### src/hw/rtl/slist_pkg.sv
// Package for the sorted list block: opcodes, status codes and the control
// bundle that the top level broadcasts to every storage cell.
// No dependencies.
package slist_pkg;

    localparam int DATA_W   = 32;
    localparam int POS_W    = 7;
    localparam int LENGTH_W = 8;

    typedef enum logic [1:0] {
        OP_INSERT = 2'd0,
        OP_DELETE = 2'd1,
        OP_CLEAR  = 2'd2,
        OP_READ   = 2'd3
    } opcode_t;

    typedef enum logic [1:0] {
        ST_OK        = 2'd0,
        ST_NOT_FOUND = 2'd1,
        ST_FULL      = 2'd2,
        ST_RANGE     = 2'd3
    } status_t;

    // Broadcast to all cells. The compare flags are taken on capture; the
    // entry moves on insert_en or delete_en.
    typedef struct packed {
        logic                     capture;
        logic                     insert_en;
        logic                     delete_en;
        logic signed [DATA_W-1:0] value;
    } cell_ctrl_t;

endpackage

### src/hw/rtl/slist_cell.sv
// One storage cell of the sorted list: holds one entry, compares it with the
// broadcast value and shifts toward or from its neighbors.
// Depends on slist_pkg.
module slist_cell
(
    input  logic                                clk,
    input  slist_pkg::cell_ctrl_t               ctrl,
    input  logic                                used,
    input  logic                                hit,
    input  logic                                left_open,
    input  logic                                left_ge,
    input  logic signed [slist_pkg::DATA_W-1:0] left_entry,
    input  logic signed [slist_pkg::DATA_W-1:0] right_entry,
    output logic signed [slist_pkg::DATA_W-1:0] entry,
    output logic                                open_flag,
    output logic                                ge_flag,
    output logic                                found,
    output logic        [slist_pkg::DATA_W-1:0] rd_data
);

    logic signed [slist_pkg::DATA_W-1:0] entry_reg;
    logic signed [slist_pkg::DATA_W-1:0] entry_next;
    logic                                used_reg;
    logic                                gt_reg;
    logic                                ge_reg;
    logic                                eq_reg;
    logic                                hit_reg;

    always_ff @(posedge clk)
    begin
        if (ctrl.capture)
        begin
            used_reg <= used;
            gt_reg   <= used && (entry_reg > ctrl.value);
            ge_reg   <= used && (entry_reg >= ctrl.value);
            eq_reg   <= used && (entry_reg == ctrl.value);
            hit_reg  <= hit;
        end
    end

    // A cell is open when it sits at or past the insertion slot. The slot
    // itself is the first open cell; every open cell after it takes its
    // left neighbor's entry.
    assign open_flag = !used_reg || gt_reg;
    assign ge_flag   = ge_reg;
    // The list is sorted, so the first equal entry is the first one not
    // below the value.
    assign found     = eq_reg && !left_ge;

    always_comb
    begin
        entry_next = entry_reg;
        if (ctrl.insert_en)
        begin
            if (left_open)
            begin
                entry_next = left_entry;
            end
            else if (open_flag)
            begin
                entry_next = ctrl.value;
            end
        end
        else if (ctrl.delete_en && ge_reg)
        begin
            entry_next = right_entry;
        end
    end

    always_ff @(posedge clk)
    begin
        entry_reg <= entry_next;
    end

    assign entry   = entry_reg;
    assign rd_data = (hit_reg && used_reg) ? entry_reg : '0;

endmodule

### config.mk
export PLATFORM = sky130hd
export DESIGN_NAME = slist_cell
export DESIGN_NICKNAME = d
export VERILOG_FILES = /design/src/hw/rtl/slist_pkg.sv /design/src/hw/rtl/slist_cell.sv
export SDC_FILE = /design/constraint.sdc
export NUM_CORES = 1
export LEC_CHECK = 0
export BUFFER_PORTS_ARGS = -buffer_cell sky130_fd_sc_hd__buf_2
export CAP_MARGIN = 10
export CORE_AREA = 3 3 100 74
export DETAILED_ROUTE_END_ITERATION = 10
export DIE_AREA = 0 0 103 77
export GPL_ROUTABILITY_DRIVEN = 0
export PLACE_DENSITY = 0.77
export SYNTH_ARGS = -nofsm -noshare
export SYNTH_HDL_FRONTEND = slang
export SYNTH_SLANG_ARGS = --single-unit
### constraint.sdc
create_clock -name clk -period 4.9 [get_ports clk]
set_input_delay 0.735 -clock clk [delete_from_list [all_inputs] [get_ports clk]]
set_output_delay 0.735 -clock clk [all_outputs]
set_load 0.01 [all_outputs]
[Word level (Yosys, flattened, before mapping)]
Index checks and enable logic that the tools add are counted.
Word-level totals
  bits in registers: 37
  bits of input ports: 104
  logic and storage cells: 26
Cells by class
  order comparisons: 2
  equal/unequal tests: 2
  muxes and demuxes: 5
  reduce and logical (&&, ||, !) cells: 11
Operators by type and width (number)
  32-bit 2-to-1 mux: 5
  32-bit equality test: 1
  32-bit >= comparator: 1
  32-bit > comparator: 1
  1-bit logical AND: 6
  3-bit by 1-bit != test with 1-bit output (second input constant): 1
  1-bit logical NOT: 2
  2-bit AND reduction: 1
  2-bit nonzero test: 1
  1-bit logical OR: 1

[Depth between registers and ports, before layout]
  depth in word-level cells: 5
  depth in mapped cells: 8

[Least setup slack after synthesis]
No wires, ideal clock.
  path kind: input-to-reg
  start: input ctrl[33] (netlist bit)
  end: register entry_reg (netlist bit entry[0]), enable pin
  setup time: 0.466 ns
  arrival time: 3.443 ns
  setup slack: 0.991 ns
  stages: 3
  path buffers: 2
  cells stage by stage: clkbuf_1 -> clkbuf_1 -> o21ai_0
On the way
  cells in the longest elaborated chain, start to end: 2
Ends and longest elaborated chain
  from (decl): line slist_cell.sv:7  | input slist_pkg::cell_ctrl_t ctrl,
  3-bit by 1-bit != test with 1-bit output (no source line) / 2-bit nonzero test (equally long branches)
  2-bit AND reduction (no source line) (*)
  to (signal assigned): line slist_cell.sv:72  | entry_reg <= entry_next;
  to (decl): line slist_cell.sv:21  | logic signed [slist_pkg::DATA_W-1:0] entry_reg;
Mark *: on every way between the ends. The rest lies on a longest branch, timed or not.
A chain may end at the register's enable or synchronous reset.

[Worst setup path in the final report]
  start: input ctrl[33] (netlist bit)
  end: register entry_reg (netlist bit entry[4]), enable pin
The elaborated chain is that of the path after synthesis.

==> flow_summary.toml <==
[route]
drc = 0
vias = 2852
initialDrtViolationCount = 96
wirelength_mm = 8.37
wl_per_cell_um = 15.2
antenna_left = 0
first_pass_iters = 4
avgViaCountPerCell = 5.19

[synth]
yosysWarningCount = 0
synthCells = 307
yosysMostFrequentCell = "a21oi_1"
syn_area_mm2 = 0.00283
yosys.area_share.adder_pct = 14.1
synth-compound-area-share_pct = 11.8
yosysSeqAreaShare_pct = 39.2
avgSynthCellArea_um2 = 9.23
synth-xor-area-share_pct = 0
synth_top_family_by_area = "simple AND/OR/NAND/NOR gates"
synth_edf_count = 37
yosys_register_bits = 37
yosysUniqueCellTypes = 29
synth-main-ff-cell = "edfxtp_1"
synthTopCellsByArea = "edfxtp_1, ha_1, mux2i_1, a21oi_1, and3_1"
synth-simple-area-share_pct = 16.9
yosysTopAreaCell = "edfxtp_1"
syn_nets = 443
synthTopCellsByCount = "a21oi_1, edfxtp_1, nor2_1"
synthMuxAreaShare_pct = 11.3
async_flop_share_pct = 0
synth_top_area_share_pct = 39.2

[cells_and_area]
fillers = 635
design_area_mm2 = 0.00381
multi_input_area_mm2 = 0.00154
finalNetCount = 603
layout-drive-gt1-share_pct = 37.8
syn_to_final_growth_pct = 34.5
diodes = 0
largest_register_ffs = 32
regArea_mm2 = 0.00111

[die]
die-area_mm2 = 0.00793
core_region_area_mm2 = 0.00657
die_w_um = 103
io_pins = 171
initial_core_util_pct = 43.1
die_h_um = 77
num_rows = 25

[setup_path]
cp_max_fo = 66
critical_path_class = "in -> reg"
required_ps = 4800
crit_arrival_ps = 2410
cp-end-kind = "flop"
r2r_slack_ps = 2570
critPathLaunchType = "input port"

[cts]
path_clk_slew_ps = 70
cts_tree = "built"
cts_root_buffer = "clkbuf_8"
post_cts_resized = 0
cts_num_sinks = 37
clk_path_buf_depth = 2
postCtsHoldBufs = 0
numCtsBuffers = 5
htreeDepth = 2
insertion_delay_ps = 280
cts_setup_buffers = 0

[global_route]
grt_start_max_net_pins = 67
grt.total_usage_pct = 20.5
grt_pass1_vias = 2774
grt_antenna_before_repair = 0
overflow = 0
grt_pass1_wl_mm = 12.9

[timing]
rsz0062_at_grt = "no"
period_share_pct = 51.3
tns_ps = 0
hold_viol = 0
fin_crit_ps = 2510
relSlewSlack_pct = 26.7
finalClockSkew_ps = 4.83
drv_slew = 0
worst_slew_pin_slew_ps = 1100
fmax_mhz = 398
finalSetupViolations = 0

[flow_run]
maxCapViolCount = 0

[power_and_ir_drop]
p_leak_nw = 2.10
powerDensity_mw_per_mm2 = 233
ir_worst_vdd_mv = 0.137

[min_path]
min-delay-path-class = "in -> reg"

[placement]
placed_area_mm2 = 0.00373
hpwl_mm = 6.56
port_buffers = 170

[outcome]
status = "finished clean"
## report_power, final
group	total, mW	internal [mW]	switching (mW)
Sequential	0.420	0.387	0.0328
Combinational	0.264	0.124	0.141
Clock	0.204	0.101	0.103
Total	0.889	0.612	0.277
## area by class of cell
type	instances	area share, %
tap	81	2.66
clock buffer	8	2.10
multi-input combinational	220	40.5
sequential	37	29.2
inverter	33	3.25
timing repair buffer	170	22.3
## layer usage
metal  part of all wire (%)  global-route usage [%]  vias to the layer above
met1                     43                    25.5                     1302
li1                       -                       -                     1428
met4                    1.2                    4.79                        0
met3                    6.5                    3.91                        8
met2                     49                    36.2                      114
met5                      0                       0                        -
## through the flow
step	hold slack, ps	utilization (%)	power [mW]	instances	setup WS, ps
floorplan	834	-	0.566	307	991
global placement	913	56.8	0.682	541	2150
detailed placement	922	56.8	0.691	541	2080
CTS	619	58.0	0.898	549	2380
global route	605	58.0	0.954	549	2190
finish	629	58.0	0.889	549	2390
## cells by family after synthesis
| family | after synthesis |
|---|---|
| AND/OR/NAND/NOR | 95 |
| AO/OA/AOI/OAI | 61 |
| buffers and inverters | 50 |
| flip-flops | 37 |
| multiplexers | 32 |
| adder cells (fa/ha/maj) | 32 |
## path summary, 6_finish.rpt
path / from / to / depth (start not counted)
max: ctrl[33] / entry[4]$_DFFE_PP_ / 3
min: hit / hit_reg$_DFFE_PP_ / 1
max reg2reg: entry[14]$_DFFE_PP_ / ge_flag$_DFFE_PP_ / 7
min reg2reg: entry[31]$_DFFE_PP_ / gt_reg$_DFFE_PP_ / 3
## placed cells by master, fill, tap and decap left out, drive strengths merged
| master | netlist | final |
|---|---|---|
| buf | 4 | 170 |
| a21oi | 46 | 46 |
| edfxtp | 37 | 37 |
| nor2 | 36 | 36 |
| inv | 33 | 33 |
| mux2i | 32 | 32 |
| and3 | 32 | 32 |
| ha | 32 | 32 |
| nand2 | 9 | 9 |
| clkbuf | 13 | 8 |
| nand4 | 6 | 6 |
| o21ai | 6 | 6 |
| nand3 | 4 | 4 |
| nor2b | 2 | 2 |
| o211ai | 2 | 2 |
| nor4 | 2 | 2 |
| nand2b | 1 | 1 |
| a221o | 1 | 1 |
| a21boi | 1 | 1 |
| a21o | 1 | 1 |
| o31a | 1 | 1 |
| a211oi | 1 | 1 |
| nor3 | 1 | 1 |
| a22oi | 1 | 1 |
| or3 | 1 | 1 |
| and4 | 1 | 1 |
| a31oi | 1 | 1 |
## critical path, cell delays in order
cell,delay [ps]
buf_2,810
o21ai_0,360
o21ai_4,480
Power figures use the tool's default switching activity.
